File: src/design/sleep_delta_queue_top_macros.svh
// Assertion macros shared by the sleep delta queue modules.
`ifndef SLEEP_DELTA_QUEUE_TOP_MACROS_SVH
`define SLEEP_DELTA_QUEUE_TOP_MACROS_SVH
`ifndef SYNTH
// Same-cycle implication, disabled while reset is applied.
`define SDQ_ASSERT_NOW(name, clk, rst_n, ante, cons) \
  name: assert property (@(posedge clk) disable iff (!rst_n) (ante) |-> (cons)) \
    else $error("%m: assertion failed");
// Next-cycle implication, disabled while reset is applied.
`define SDQ_ASSERT_NEXT(name, clk, rst_n, ante, cons) \
  name: assert property (@(posedge clk) disable iff (!rst_n) (ante) |=> (cons)) \
    else $error("%m: assertion failed");
`else
`define SDQ_ASSERT_NOW(name, clk, rst_n, ante, cons)
`define SDQ_ASSERT_NEXT(name, clk, rst_n, ante, cons)
`endif
`endif

File: src/design/sdq_pkg.sv
// Shared types and constants for the sleep delta queue.
`timescale 1ns / 1ps
`default_nettype none

package sdq_pkg;

  // Default sizes of the entry store and its fields.
  localparam int DEPTH_DEF      = 16;
  localparam int ID_WIDTH_DEF   = 8;
  localparam int TIME_WIDTH_DEF = 16;

  // Width of the command selector.
  localparam int CMD_W = 2;

  // Command codes carried on the input tuser.
  typedef enum logic [CMD_W-1:0] {
    CMD_SLEEP   = 2'd0,
    CMD_TICK    = 2'd1,
    CMD_RELEASE = 2'd2
  } cmd_t;

  // Logical index of the store read issued this cycle.
  typedef enum logic [2:0] {
    RD_ZERO,
    RD_ONE,
    RD_IDX,
    RD_IDX_INC,
    RD_CNT_M1,
    RD_SH_M2
  } rd_sel_t;

  // Store write issued this cycle.
  typedef enum logic [2:0] {
    WR_NONE,
    WR_SHIFT,
    WR_FIX,
    WR_INS,
    WR_HEAD
  } wr_sel_t;

  // Source of the id in a loaded result.
  typedef enum logic [1:0] {
    OUT_ZERO,
    OUT_CUR,
    OUT_RD
  } out_src_t;

  // Commands from the controller to the datapath.
  typedef struct packed {
    logic     load_in;
    logic     walk_step;
    logic     walk_stop;
    logic     sh_dec;
    logic     idx_inc;
    logic     count_inc;
    logic     drop;
    logic     clear;
    logic     cur_load;
    logic     out_load;
    logic     out_woken;
    logic     out_status;
    logic     out_last;
    rd_sel_t  rd_sel;
    wr_sel_t  wr_sel;
    out_src_t out_src;
  } dp_cmd_t;

  // Status from the datapath to the controller.
  typedef struct packed {
    logic full;
    logic empty;
    logic walk_end;
    logic walk_le;
    logic shift_more;
    logic head_dec_zero;
    logic next_nz;
    logic rel_last;
  } dp_stat_t;

endpackage

`default_nettype wire

File: src/design/sdq_datapath.sv
// Datapath of the sleep delta queue: circular entry store, pointers and result register.
`timescale 1ns / 1ps
`default_nettype none

`include "sleep_delta_queue_top_macros.svh"

module sdq_datapath #(
  parameter int DEPTH      = sdq_pkg::DEPTH_DEF,
  parameter int ID_WIDTH   = sdq_pkg::ID_WIDTH_DEF,
  parameter int TIME_WIDTH = sdq_pkg::TIME_WIDTH_DEF
) (
  input  wire                    clk,
  input  wire                    rst_n,
  input  sdq_pkg::dp_cmd_t       cmd,
  output sdq_pkg::dp_stat_t      stat,
  input  wire [ID_WIDTH-1:0]     in_id,
  input  wire [TIME_WIDTH-1:0]   in_ticks,
  output logic                   out_woken,
  output logic [ID_WIDTH-1:0]    out_id,
  output logic                   out_status,
  output logic                   out_last
);

  localparam int AW = (DEPTH > 1) ? $clog2(DEPTH) : 1;
  localparam int CW = $clog2(DEPTH + 1);
  localparam int EW = ID_WIDTH + TIME_WIDTH;

  // Physical slot of a logical position counted from the head.
  function automatic logic [AW-1:0] wrap_add(input logic [AW-1:0] base,
                                             input logic [CW-1:0] off);
    logic [CW:0] sum;
    sum = (CW+1)'(base) + (CW+1)'(off);
    if (sum >= (CW+1)'(DEPTH)) begin
      sum = sum - (CW+1)'(DEPTH);
    end
    return sum[AW-1:0];
  endfunction

  // Entry store and its registered read data.
  logic [EW-1:0] mem [DEPTH];
  logic [EW-1:0] rdata_r;

  logic [AW-1:0]         head_r, head_nxt;
  logic [CW-1:0]         count_r, count_nxt;
  logic [CW-1:0]         idx_r;
  logic [CW-1:0]         sh_r;
  logic [TIME_WIDTH-1:0] rem_r;
  logic [ID_WIDTH-1:0]   id_r;
  logic [ID_WIDTH-1:0]   stop_id_r;
  logic [TIME_WIDTH-1:0] stop_dl_r;
  logic [ID_WIDTH-1:0]   cur_id_r;

  logic [ID_WIDTH-1:0]   rd_id;
  logic [TIME_WIDTH-1:0] rd_dl;
  logic [CW-1:0]         rd_idx;
  logic [CW-1:0]         wr_idx;
  logic [EW-1:0]         wr_data;
  logic                  wr_en;
  logic [ID_WIDTH-1:0]   out_id_sel;

  assign rd_id = rdata_r[EW-1:TIME_WIDTH];
  assign rd_dl = rdata_r[TIME_WIDTH-1:0];

  // Read address selection.
  always_comb begin
    unique case (cmd.rd_sel)
      sdq_pkg::RD_ZERO:    rd_idx = '0;
      sdq_pkg::RD_ONE:     rd_idx = CW'(1);
      sdq_pkg::RD_IDX:     rd_idx = idx_r;
      sdq_pkg::RD_IDX_INC: rd_idx = idx_r + CW'(1);
      sdq_pkg::RD_CNT_M1:  rd_idx = count_r - CW'(1);
      sdq_pkg::RD_SH_M2:   rd_idx = sh_r - CW'(2);
      default:             rd_idx = '0;
    endcase
  end

  // Write address and data selection.
  always_comb begin
    wr_en   = 1'b1;
    wr_idx  = '0;
    wr_data = rdata_r;
    unique case (cmd.wr_sel)
      sdq_pkg::WR_NONE: begin
        wr_en = 1'b0;
      end
      sdq_pkg::WR_SHIFT: begin
        wr_idx = sh_r;
      end
      sdq_pkg::WR_FIX: begin
        wr_idx  = idx_r + CW'(1);
        wr_data = {stop_id_r, stop_dl_r - rem_r};
      end
      sdq_pkg::WR_INS: begin
        wr_idx  = idx_r;
        wr_data = {id_r, rem_r};
      end
      sdq_pkg::WR_HEAD: begin
        wr_idx  = '0;
        wr_data = {rd_id, rd_dl - TIME_WIDTH'(1)};
      end
      default: begin
        wr_en = 1'b0;
      end
    endcase
  end

  // Store: one write and one registered read per cycle.
  always_ff @(posedge clk) begin
    if (wr_en) begin
      mem[wrap_add(head_r, wr_idx)] <= wr_data;
    end
    rdata_r <= mem[wrap_add(head_r, rd_idx)];
  end

  // Head pointer and fill count.
  always_comb begin
    head_nxt  = head_r;
    count_nxt = count_r;
    if (cmd.clear) begin
      head_nxt  = '0;
      count_nxt = '0;
    end else if (cmd.drop) begin
      head_nxt  = wrap_add(head_r, CW'(1));
      count_nxt = count_r - CW'(1);
    end else if (cmd.count_inc) begin
      count_nxt = count_r + CW'(1);
    end
  end

  always_ff @(posedge clk) begin
    if (!rst_n) begin
      head_r  <= '0;
      count_r <= '0;
    end else begin
      head_r  <= head_nxt;
      count_r <= count_nxt;
    end
  end

  // Walk, shift and wake working registers.
  always_ff @(posedge clk) begin
    if (cmd.load_in) begin
      id_r  <= in_id;
      rem_r <= in_ticks;
      idx_r <= '0;
    end else if (cmd.walk_step) begin
      rem_r <= rem_r - rd_dl;
      idx_r <= idx_r + CW'(1);
    end else if (cmd.idx_inc) begin
      idx_r <= idx_r + CW'(1);
    end
    if (cmd.walk_stop) begin
      stop_id_r <= rd_id;
      stop_dl_r <= rd_dl;
      sh_r      <= count_r;
    end else if (cmd.sh_dec) begin
      sh_r <= sh_r - CW'(1);
    end
    if (cmd.cur_load) begin
      cur_id_r <= rd_id;
    end
  end

  // Result register.
  always_comb begin
    unique case (cmd.out_src)
      sdq_pkg::OUT_ZERO: out_id_sel = '0;
      sdq_pkg::OUT_CUR:  out_id_sel = cur_id_r;
      sdq_pkg::OUT_RD:   out_id_sel = rd_id;
      default:           out_id_sel = '0;
    endcase
  end

  always_ff @(posedge clk) begin
    if (cmd.out_load) begin
      out_woken  <= cmd.out_woken;
      out_id     <= out_id_sel;
      out_status <= cmd.out_status;
      out_last   <= cmd.out_last;
    end
  end

  // Status toward the controller.
  always_comb begin
    stat.full          = (count_r == CW'(DEPTH));
    stat.empty         = (count_r == '0);
    stat.walk_end      = (idx_r == count_r);
    stat.walk_le       = (rd_dl <= rem_r);
    stat.shift_more    = ((CW+1)'(sh_r) >= (CW+1)'(idx_r) + (CW+1)'(2));
    stat.head_dec_zero = (rd_dl <= TIME_WIDTH'(1));
    stat.next_nz       = (rd_dl != '0);
    stat.rel_last      = ((CW+1)'(idx_r) + (CW+1)'(1) == (CW+1)'(count_r));
  end

  `SDQ_ASSERT_NOW(a_no_overfill, clk, rst_n, cmd.count_inc, count_r < CW'(DEPTH))
  `SDQ_ASSERT_NOW(a_drop_nonempty, clk, rst_n, cmd.drop, count_r != '0)

endmodule

`default_nettype wire

File: src/design/sdq_ctrl.sv
// Controller of the sleep delta queue: command sequencing and output valid.
`timescale 1ns / 1ps
`default_nettype none

`include "sleep_delta_queue_top_macros.svh"

module sdq_ctrl (
  input  wire                        clk,
  input  wire                        rst_n,
  input  wire                        in_tvalid,
  output logic                       in_tready,
  input  wire [sdq_pkg::CMD_W-1:0]   in_cmd,
  output logic                       out_tvalid,
  input  wire                        out_tready,
  output sdq_pkg::dp_cmd_t           dp_cmd,
  input  sdq_pkg::dp_stat_t          dp_stat
);

  typedef enum logic [3:0] {
    ST_IDLE,
    ST_STAT,
    SL_WALK,
    SL_SHIFT,
    SL_FIX,
    SL_INS,
    TK_HEAD,
    TK_NEXT,
    RL_OUT
  } state_t;

  state_t state_r, state_nxt;
  logic   out_valid_r, out_valid_nxt;
  logic   stat_r, stat_nxt;
  logic   out_free;
  logic   tk_last;

  // The result register can take a beat when empty or being drained.
  assign out_free   = !out_valid_r || out_tready;
  assign in_tready  = (state_r == ST_IDLE);
  assign out_tvalid = out_valid_r;
  assign tk_last    = dp_stat.empty || dp_stat.next_nz;

  // Next state and datapath commands.
  always_comb begin
    state_nxt = state_r;
    stat_nxt  = stat_r;
    dp_cmd    = '0;
    unique case (state_r)
      ST_IDLE: begin
        dp_cmd.rd_sel = sdq_pkg::RD_ZERO;
        if (in_tvalid) begin
          dp_cmd.load_in = 1'b1;
          stat_nxt       = 1'b0;
          unique case (in_cmd)
            sdq_pkg::CMD_SLEEP: begin
              if (dp_stat.full) begin
                stat_nxt  = 1'b1;
                state_nxt = ST_STAT;
              end else begin
                state_nxt = SL_WALK;
              end
            end
            sdq_pkg::CMD_TICK: begin
              state_nxt = dp_stat.empty ? ST_STAT : TK_HEAD;
            end
            sdq_pkg::CMD_RELEASE: begin
              state_nxt = dp_stat.empty ? ST_STAT : RL_OUT;
            end
            default: begin
              state_nxt = ST_STAT;
            end
          endcase
        end
      end
      ST_STAT: begin
        if (out_free) begin
          dp_cmd.out_load   = 1'b1;
          dp_cmd.out_src    = sdq_pkg::OUT_ZERO;
          dp_cmd.out_status = stat_r;
          dp_cmd.out_last   = 1'b1;
          state_nxt         = ST_IDLE;
        end
      end
      // Find the insertion point, one entry per cycle.
      SL_WALK: begin
        if (dp_stat.walk_end) begin
          state_nxt = SL_INS;
        end else if (dp_stat.walk_le) begin
          dp_cmd.walk_step = 1'b1;
          dp_cmd.rd_sel    = sdq_pkg::RD_IDX_INC;
        end else begin
          dp_cmd.walk_stop = 1'b1;
          dp_cmd.rd_sel    = sdq_pkg::RD_CNT_M1;
          state_nxt        = SL_SHIFT;
        end
      end
      // Move the tail up by one slot, from the end down.
      SL_SHIFT: begin
        if (dp_stat.shift_more) begin
          dp_cmd.wr_sel = sdq_pkg::WR_SHIFT;
          dp_cmd.sh_dec = 1'b1;
          dp_cmd.rd_sel = sdq_pkg::RD_SH_M2;
        end else begin
          state_nxt = SL_FIX;
        end
      end
      SL_FIX: begin
        dp_cmd.wr_sel = sdq_pkg::WR_FIX;
        state_nxt     = SL_INS;
      end
      SL_INS: begin
        dp_cmd.wr_sel    = sdq_pkg::WR_INS;
        dp_cmd.count_inc = 1'b1;
        state_nxt        = ST_STAT;
      end
      // Decrement the head, or start waking it.
      TK_HEAD: begin
        if (!dp_stat.head_dec_zero) begin
          dp_cmd.wr_sel = sdq_pkg::WR_HEAD;
          state_nxt     = ST_STAT;
        end else begin
          dp_cmd.cur_load = 1'b1;
          dp_cmd.drop     = 1'b1;
          dp_cmd.rd_sel   = sdq_pkg::RD_ONE;
          state_nxt       = TK_NEXT;
        end
      end
      // Emit the woken thread; the new head tells whether it is the last.
      TK_NEXT: begin
        if (out_free) begin
          dp_cmd.out_load  = 1'b1;
          dp_cmd.out_woken = 1'b1;
          dp_cmd.out_src   = sdq_pkg::OUT_CUR;
          dp_cmd.out_last  = tk_last;
          if (tk_last) begin
            state_nxt = ST_IDLE;
          end else begin
            dp_cmd.cur_load = 1'b1;
            dp_cmd.drop     = 1'b1;
            dp_cmd.rd_sel   = sdq_pkg::RD_ONE;
          end
        end else begin
          dp_cmd.rd_sel = sdq_pkg::RD_ZERO;
        end
      end
      // Stream every entry out in order.
      RL_OUT: begin
        if (out_free) begin
          dp_cmd.out_load  = 1'b1;
          dp_cmd.out_woken = 1'b1;
          dp_cmd.out_src   = sdq_pkg::OUT_RD;
          dp_cmd.out_last  = dp_stat.rel_last;
          if (dp_stat.rel_last) begin
            dp_cmd.clear = 1'b1;
            state_nxt    = ST_IDLE;
          end else begin
            dp_cmd.idx_inc = 1'b1;
            dp_cmd.rd_sel  = sdq_pkg::RD_IDX_INC;
          end
        end else begin
          dp_cmd.rd_sel = sdq_pkg::RD_IDX;
        end
      end
      default: begin
        state_nxt = ST_IDLE;
      end
    endcase
  end

  // Output valid follows loads and drains.
  always_comb begin
    if (dp_cmd.out_load) begin
      out_valid_nxt = 1'b1;
    end else if (out_tready) begin
      out_valid_nxt = 1'b0;
    end else begin
      out_valid_nxt = out_valid_r;
    end
  end

  // State and registered outputs.
  always_ff @(posedge clk) begin
    if (!rst_n) begin
      state_r     <= ST_IDLE;
      out_valid_r <= 1'b0;
      stat_r      <= 1'b0;
    end else begin
      state_r     <= state_nxt;
      out_valid_r <= out_valid_nxt;
      stat_r      <= stat_nxt;
    end
  end

  `SDQ_ASSERT_NOW(a_load_when_free, clk, rst_n, dp_cmd.out_load, !out_valid_r || out_tready)
  `SDQ_ASSERT_NEXT(a_busy_after_accept, clk, rst_n, in_tvalid && in_tready, !in_tready)

endmodule

`default_nettype wire

File: src/design/sleep_delta_queue_top.sv
// Top level of the sleep delta queue: stream ports, controller and datapath.
//
// Sleep queue for threads kept as a delta list in a circular entry store.
// Input channel (in_*): one beat per command. in_tuser carries the command
// (sleep, tick, release all); in_tdata carries thread id and sleep ticks.
// Output channel (out_*): one beat per woken thread, otherwise one status
// beat; out_tlast marks the final beat caused by a command.
// A sleep finds the insertion point and moves the tail one entry per cycle
// through the single read and write port of the store. A tick decrements the
// head delta or wakes the head and each following thread with a zero delta;
// a release all streams every entry out in order.
// One command is worked on at a time; in_tready is high only when idle.
// The last result may still wait in the output register while the next
// command is taken. When the receiver stalls, the block holds its result
// and waits without losing any beat.
// Reset empties the queue at once; the store itself is not cleared.
`timescale 1ns / 1ps
`default_nettype none

module sleep_delta_queue_top #(
  parameter int DEPTH      = sdq_pkg::DEPTH_DEF,
  parameter int ID_WIDTH   = sdq_pkg::ID_WIDTH_DEF,
  parameter int TIME_WIDTH = sdq_pkg::TIME_WIDTH_DEF,
  localparam int IN_W      = ((ID_WIDTH + TIME_WIDTH + 7) / 8) * 8,
  localparam int OUT_W     = ((ID_WIDTH + 1 + 7) / 8) * 8
) (
  input  wire                        clk,
  input  wire                        rst_n,
  input  wire                        in_tvalid,
  output logic                       in_tready,
  input  wire [IN_W-1:0]             in_tdata,  // thread_id, sleep_ticks
  input  wire [sdq_pkg::CMD_W-1:0]   in_tuser,  // cmd
  output logic                       out_tvalid,
  input  wire                        out_tready,
  output logic [OUT_W-1:0]           out_tdata, // woken_id, status
  output logic                       out_tuser, // woken
  output logic                       out_tlast  // last
);

  sdq_pkg::dp_cmd_t    dp_cmd;
  sdq_pkg::dp_stat_t   dp_stat;
  logic [ID_WIDTH-1:0] res_id;
  logic                res_status;

  sdq_ctrl u_ctrl (
    .clk        (clk),
    .rst_n      (rst_n),
    .in_tvalid  (in_tvalid),
    .in_tready  (in_tready),
    .in_cmd     (in_tuser),
    .out_tvalid (out_tvalid),
    .out_tready (out_tready),
    .dp_cmd     (dp_cmd),
    .dp_stat    (dp_stat)
  );

  sdq_datapath #(
    .DEPTH      (DEPTH),
    .ID_WIDTH   (ID_WIDTH),
    .TIME_WIDTH (TIME_WIDTH)
  ) u_datapath (
    .clk        (clk),
    .rst_n      (rst_n),
    .cmd        (dp_cmd),
    .stat       (dp_stat),
    .in_id      (in_tdata[ID_WIDTH-1:0]),
    .in_ticks   (in_tdata[ID_WIDTH+TIME_WIDTH-1:ID_WIDTH]),
    .out_woken  (out_tuser),
    .out_id     (res_id),
    .out_status (res_status),
    .out_last   (out_tlast)
  );

  // Pack the result fields, lowest first, zero filled.
  assign out_tdata = OUT_W'({res_status, res_id});

endmodule

`default_nettype wire

File: config.mk
export PLATFORM = sky130hd
export DESIGN_NAME = sleep_delta_queue_top
export DESIGN_NICKNAME = d
export VERILOG_FILES = /design/src/design/sdq_pkg.sv /design/src/design/sdq_datapath.sv /design/src/design/sdq_ctrl.sv /design/src/design/sleep_delta_queue_top.sv
export VERILOG_INCLUDE_DIRS = /design/src /design/src/design
export SDC_FILE = /design/constraint.sdc
export NUM_CORES = 1
export LEC_CHECK = 0
export BUFFER_PORTS_ARGS = -buffer_cell sky130_fd_sc_hd__buf_2
export CAP_MARGIN = 30
export CORE_ASPECT_RATIO = 1.5
export CORE_MARGIN = 4
export CORE_UTILIZATION = 28
export CTS_BUF_LIST = sky130_fd_sc_hd__clkbuf_2
export CTS_CLUSTER_SIZE = 25
export DETAILED_ROUTE_END_ITERATION = 8
export PLACE_DENSITY_LB_ADDON = 0.08
export SYNTH_ARGS = -nofsm -noshare
export SYNTH_HDL_FRONTEND = slang
export SYNTH_SLANG_ARGS = --single-unit
File: constraint.sdc
create_clock -name clk -period 5.6 [get_ports clk]
set_clock_uncertainty 0.1 [all_clocks]
set_input_delay 1.4 -clock clk [delete_from_list [all_inputs] [get_ports clk]]
set_output_delay 1.4 -clock clk [all_outputs]
set_load 0.01 [all_outputs]
# Word level (Yosys, flattened, before mapping)
# Memory sizes are Yosys's and may differ from the RTL's. A register that Yosys moved wholly into a read port is not among the register bits.
# Index checks and enable logic that the tools add are counted.
[op_classes] n_lt_le_gt_ge=6 n_eq_ne=32 n_mux=81 n_bitwise=1 n_addsub=16 n_reduce_logical=17
[op_table] operator="case mux 24 bit (3 select lines)" n=1
[op_table] operator="2-to-1 mux 4 bit" n=14
[op_table] operator="case mux 4 bit (9 select lines)" n=1
[op_table] operator="2-to-1 mux 16 bit" n=2
[op_table] operator="subtractor 16 bit" n=2
[op_table] operator="2-to-1 mux 1 bit" n=30
[op_table] operator="2-to-1 mux 5 bit" n=6
[op_table] operator="case mux 5 bit (5 select lines)" n=1
[op_table] operator="2-to-1 mux 3 bit" n=8
[op_table] operator="equality test 4 x 3 -> 1 bit (second input constant)" n=4
[op_table] operator="<= comparator 16 x 1 -> 1 bit (second input constant)" n=1
[op_table] operator="<= comparator 16 bit" n=1
[op_table] operator="case mux 8 bit (2 select lines)" n=1
[op_table] operator="nonzero test 16 bit" n=1
[op_table] operator="subtractor 16 x 1 -> 16 bit (second input constant)" n=1
[op_table] operator="case mux 3 bit (5 select lines)" n=1
[op_table] operator="case mux 5 bit (3 select lines)" n=1
[op_table] operator="adder 4 x 5 -> 6 bit" n=2
[op_table] operator="equality test 3 x 2 -> 1 bit (second input constant)" n=4
[op_table] operator="greater-or-equal comparator 6 x 5 -> 1 bit (second input constant)" n=2
[op_table] operator="2-to-1 mux 2 bit" n=6
[op_table] operator="case mux 3 bit (4 select lines)" n=1
[op_table] operator="case mux 4 bit (3 select lines)" n=1
[op_table] operator="subtractor 4 x 1 -> 4 bit (second input constant)" n=3
[op_table] operator="36 further kinds" n=58
[totals] regBits=92 ram_bits=384 inputBits=30 mem_count=1 out_inout_bits=20 elab_cells=170
[memory_table] memory="u_datapath.mem" words=16 width=24 read_ports=1 rd_ports_with_merged_regs=1 wr=1 line_no="sdq_datapath.sv:40" text="logic [EW-1:0] mem [DEPTH];"

# Longest topological paths before layout
[logic_depth] word_depth=10 mapped_depth=20

# Hierarchy
# From an unflattened synthesis, not the netlist that was laid out.
[hier_totals] hier_cells=1435 hier_area_um2=22424.0
[modules_own_cells] mod="sdq_datapath" n_inst=1 area_each_um2=21643.3 cells_each=1332
[modules_own_cells] mod="sdq_ctrl" n_inst=1 area_each_um2=716.9 cells_each=94
[modules_own_cells] mod="sleep_delta_queue_top" n_inst=1 area_each_um2=63.8 cells_each=9

# Worst setup path after synthesis
# OpenSTA, ideal clock, no wires.
[synth_path] kind="input to register" startpoint="in out_tready" endpoint="reg u_datapath.rdata_r[10], read port of u_datapath.mem" t_arrival_ns=4.915 required_ns=5.358 setup_slack_ns=0.443 path_stages=14 setup_time_ns=0.142 path_buffers=3 cell_sequence="nand2b_1 > nand2_1 > inv_1 > a22o_1 > a31oi_2 > nor2_1 > or3_1 > ha_1 > clkbuf_1 > buf_1 > clkbuf_1 > mux4_2 > mux2i_1 > mux2i_1"
[synth_via] elab_chain_len=8 word_cells_on_any_way=14 cone_classes="add/sub (2); order compare (1); eq/ne (5); mux (5); reduce/logical (1)"
[synth_rtl] element="start: declaration" line_no="sleep_delta_queue_top.sv:34" text="input wire out_tready,"
[synth_rtl] element="logical OR 1 bit *" line_no="sdq_ctrl.sv:38" text="assign out_free = !out_valid_r || out_tready;"
[synth_rtl] element="2-to-1 mux 3 bit (on tied branches)" line_no="sdq_ctrl.sv:148, sdq_ctrl.sv:130"
[synth_rtl] element="case mux 3 bit (5 select lines) *" line_no="sdq_ctrl.sv:48" text="unique case (state_r)"
[synth_rtl] element="equality test 3 bit, or another cell as far along" line_no="sdq_datapath.sv:66" text="unique case (cmd.rd_sel)"
[synth_rtl] element="case mux 5 bit (5 select lines) *" line_no="sdq_datapath.sv:66"
[synth_rtl] element="adder 4 x 5 -> 6 bit *" line_no="sdq_datapath.sv:32" text="sum = (CW+1)'(base) + (CW+1)'(off);"
[synth_rtl] element="greater-or-equal comparator 6 x 5 -> 1 bit or subtractor 4 x 1 -> 4 bit (tied branches)" line_no="sdq_datapath.sv:33, sdq_datapath.sv:34"
[synth_rtl] element="2-to-1 mux 4 bit *" line_no="sdq_datapath.sv:33" text="if (sum >= (CW+1)'(DEPTH)) begin"
[synth_rtl] element="end: declaration" line_no="sdq_datapath.sv:41" text="logic [EW-1:0] rdata_r;"
# Every way passes the cells marked *; elsewhere a longest branch is shown, timed or not.
# A chain may end at the register's enable or synchronous reset.

# Final worst setup path
[layout_path] startpoint="reg u_datapath.rdata_r[6], read port of u_datapath.mem" endpoint="reg u_datapath.rdata_r[0], read port of u_datapath.mem"
[layout_via] elab_chain_len=10 word_cells_on_any_way=20 cone_classes="add/sub (2); order compare (3); eq/ne (5); mux (8); reduce/logical (2)"
[layout_rtl] element="branches (longest 4 deep; another with <= comparator 16 bit)"
[layout_rtl] element="case mux 3 bit (5 select lines) *" line_no="sdq_ctrl.sv:48"
[layout_rtl] element="equality test 3 bit, or another cell as far along" line_no="sdq_datapath.sv:66"
[layout_rtl] element="case mux 5 bit (5 select lines) *" line_no="sdq_datapath.sv:66"
[layout_rtl] element="adder 4 x 5 -> 6 bit *" line_no="sdq_datapath.sv:32"
[layout_rtl] element="greater-or-equal comparator 6 x 5 -> 1 bit or subtractor 4 x 1 -> 4 bit (tied branches)" line_no="sdq_datapath.sv:33, sdq_datapath.sv:34"
[layout_rtl] element="2-to-1 mux 4 bit *" line_no="sdq_datapath.sv:33"
# Every way passes the cells marked *.

==> qor.csv <==
stage,metric,value,unit
sta,final setup fails,0,
synth,post-synthesis cell count,1384,
power,Net Sw Frac,36.3,%
sta,setup tns final,0,ns
cts,CTS tree,built,
global_routing,Total GRT Usage,15.1,%
global_routing,vias in the first global route,13724,
sta,FMAX,188,MHz
setup_path,Reg2Reg Launch Point,u_datapath.rdata_r[6],
setup_path,"slowest stage cell, crit path",fa_4,
detailed_routing,wire per inst,23.3,microns
floorplanning,I/O pins,50,
sta,crit path time final,5.32,ns
floorplanning,FP Rows,125,
detailed_routing,DRT Wirelength,62800,microns
synth,post-synth top area cell,edfxtp_1,
setup_path,Crit path largest cell delay,0.84,ns
sta,Max-slew headroom,39.2,%
cts,clock-pin slew on the worst setup and hold paths,0.10,ns
sta,fin crit share,95.0,%
synth,most common cell in the netlist,edfxtp_1,
power,Comb power frac,32.4,%
power,Sw Pwr,4400,uW
cts,Worst-Skew Late Latency,1.17,ns
global_routing,initial antenna violation count,3,
layout,NumNets Final,1656,
detailed_routing,Post-route DRC,0,
setup_path,crit path max fanout,30,
cts,CTS H-Tree Depth,4,
synth,Post-synth EDFFs,456,
setup_path,crit path capture type,register,
synth,unique cell type count in the Yosys netlist,71,
sta,worst slew pin tran,0.906,ns
cts,CTS Buf Count,130,
cts,CTS sink count,500,
floorplanning,Core Region,77700,sq um
setup_path,CP Cell Sequence,inv_1 -> ha_1 -> o21a_1 -> nor2_1 -> a21oi_1 -> buf_4 -> a211o_1 -> a31oi_2 -> nor2_1 -> or3_1 -> ha_4 -> fa_4 -> buf_12 -> buf_12 -> mux4_2 -> mux2i_1 -> mux2i_1,
setup_path,Reg2Reg Depth,17,
floorplanning,Die Y,351,microns
synth,Synth top area share,62.3,%
sta,endpoints failing hold,0,
synth,Synth Register Bits,500,
setup_path,CP startpoint,u_datapath.rdata_r[6],
synth,"Seq/Total Area, Yosys",66.3,%
placement,Placed Instances,2449,
status,outcome,"complete, no violations",
layout,Filler cells,7644,
sta,RSZ-0062 raised after global routing,no,
sta,Hold Slack,0.344,ns
cts,clock root cell,clkbuf_2,
setup_path,CP arrival,6.22,ns
power,Flop pwr share,45.7,%
placement,Final GP Congestion,0.799,
synth,synth top area cells,"edfxtp_1 62%, mux4_2 9.8%, dfxtp_1 4.0%",
synth,syn_area_per_cell,15.9,sq um
floorplanning,Initial Utilization,28.3,%
flow_run,max cap viols,0,
synth,ys async rst share,0,%
detailed_routing,Routed Antenna Nets,0,
power,pwr/cell area,478,nW/um^2
floorplanning,die width,237,microns
setup_path,startpoint types,register,
layout,non-filler instance count after layout,2689,
power,Worst VDD drop,0.171,mV
synth,YS warnings,0,
min_path,min-delay src,in_tdata[3],
global_routing,largest net degree at the start of global routing,47,
detailed_routing,Initial DRC Count,551,
cts,Clock Tree Buf Depth,3,
setup_path,WP data required,6.50,ns
layout,share of cells above drive strength 1,26.9,%
setup_path,Crit Path Category,register to register,
min_path,worst hold-check path type,input pin to register,
min_path,hold path depth,1,
power,cell-internal power,7720,uW
synth,"Primary FF master, synth",edfxtp_1,
setup_path,reg2reg setup slack,0.28,ns
placement,I/O Buffers,42,
power,P_leak,0.00873,uW
cts,hold buffer count at CTS,0,
detailed_routing,DR vias,12684,
power,clock power share,21.9,%
sta,max-slew violations,0,
floorplanning,Die Footprint,83200,sq um
synth,Post-synth top cells,"456 x edfxtp_1, 96 x mux4_2, 93 x nor2_1, 75 x nand2_1, 74 x mux2i_1",
synth,Post-Syn Area,22000,sq um
layout,Area Overhead vs Synth,15.3,%
min_path,Hold Path End,u_datapath.id_r[3],
global_routing,Overflow after GRT,0,
power,final total power,12100,uW
detailed_routing,Initial DRT Pass Iterations,5,
placement,post-detail-place hpwl,40300,microns
setup_path,r2r endpoint,u_datapath.rdata_r[0],
global_routing,first-pass GRT wire length,92200,microns
detailed_routing,vias per std cell,4.72,
==> flip-flops by register name, summed over array words and instances, names as in the netlist, 4 cells and up <==
name,flops
u_datapath.mem,384
u_datapath.rdata_r,24
u_datapath.rem_r,16
u_datapath.stop_dl_r,16
u_datapath.cur_id_r,8
u_datapath.id_r,8
u_datapath.out_id,8
u_datapath.stop_id_r,8
u_datapath.count_r,5
u_datapath.idx_r,5
u_datapath.sh_r,5
u_ctrl.state_r,4
u_datapath.head_r,4
==> cell usage in the layout, fill, tap and decap left out, drive strengths merged, types with 5 or more instances in the layout <==
cell	n
o31ai	7
nand2b	13
nand4	7
a211o	5
nor4	6
and2	8
conb	7
clkinv	35
buf	110
mux2i	74
dfxtp	44
a221o	6
nand3	19
a21o	6
a21oi	49
nor2b	6
a22oi	22
ha	56
o311ai	7
xor2	26
nor2	93
inv	60
clkbuf	191
a222oi	5
mux4	96
edfxtp	456
o21ai	42
a31oi	7
and3	6
xnor2	38
o21a	5
or3	7
nand2	75
nor3	18
==> through the flow <==
| step | utilization (%) | instance area (sq um) | setup slack (ns) |
|---|---|---|---|
| final | 32.6 | 25400 | 0.280 |
| after global routing | 32.6 | 25300 | 0.0596 |
| after detailed placement | 31.0 | 24100 | 0.0142 |
| after CTS | 32.6 | 25300 | 0.142 |
| after floorplan | - | 22000 | 0.443 |
| after global placement | 31.0 | 24100 | 0.00762 |
==> worst max-delay path: cells and delay by family, from the launching register on <==
kind	cells	cell delay [ns]
AO/OA/AOI/OAI	4	0.92
adder cells (fa/ha/maj)	3	1.41
multiplexers	3	0.68
AND/OR/NAND/NOR	3	0.77
buffers and inverters	4	0.77
flip-flops	1	0.55
==> power by group through the flow <==
stage / registers [uW] / clock network, uW / logic, uW
CTS: 5550 / 2830 / 4000
finish: 5540 / 2660 / 3930
global placement: 5640 / 0 / 3930
global route: 5590 / 3010 / 4350
floorplan: 5470 / 0 / 2470
detailed placement: 5630 / 0 / 3980
==> logic make-up (layout without fill, tap and decap cells) <==
kind of cell | after synthesis | after routing | share of synthesized area, %
other | 1 | 10 | 0.0171
flip-flops | 500 | 500 | 66.3
AO/OA/AOI/OAI | 196 | 196 | 6.08
adder cells (fa/ha/maj) | 60 | 60 | 3.55
AND/OR/NAND/NOR | 270 | 270 | 5.67
multiplexers | 171 | 171 | 13.3
XOR/XNOR | 65 | 65 | 2.69
buffers and inverters | 121 | 401 | 2.45
==> metal layers <==
layer  wire length [microns]  share of wire, %  GRT usage, %
met5                       0                 0             0
met4                    2020               3.2          6.07
met3                    1960               3.1          2.74
met2                   33600                54          28.0
met1                   25200                40          17.2
==> worst max-delay path by stage <==
stage                                   to  slack [ns]  cells after the start
CTS                  u_datapath.rdata_r[0]        0.14                     16
global route         u_datapath.rdata_r[0]        0.06                     17
finish               u_datapath.rdata_r[0]        0.28                     17
global placement     u_datapath.rdata_r[0]       0.008                     15
floorplan           u_datapath.rdata_r[10]        0.44                     14
detailed placement   u_datapath.rdata_r[0]        0.01                     15
==> what timing repair did <==
action                     CTS  global route
buffers inserted             0             0
gates resized for setup      0             2
setup endpoints to repair    0            18
==> layout make-up <==
class                           count  area (sq um)  share of cell area [%]
Clock buffer                      191           956                    3.77
Antenna cell                        3          7.51                  0.0296
Multi-Input combinational cell    769          7110                    28.0
Tap cell                         1016          1270                    5.01
Clock inverter                     45           283                    1.12
Inverter                           55           206                   0.814
Timing Repair Buffer              110           950                    3.75
Sequential cell                   500         14600                    57.5
(Power assumes the default switching activity.)
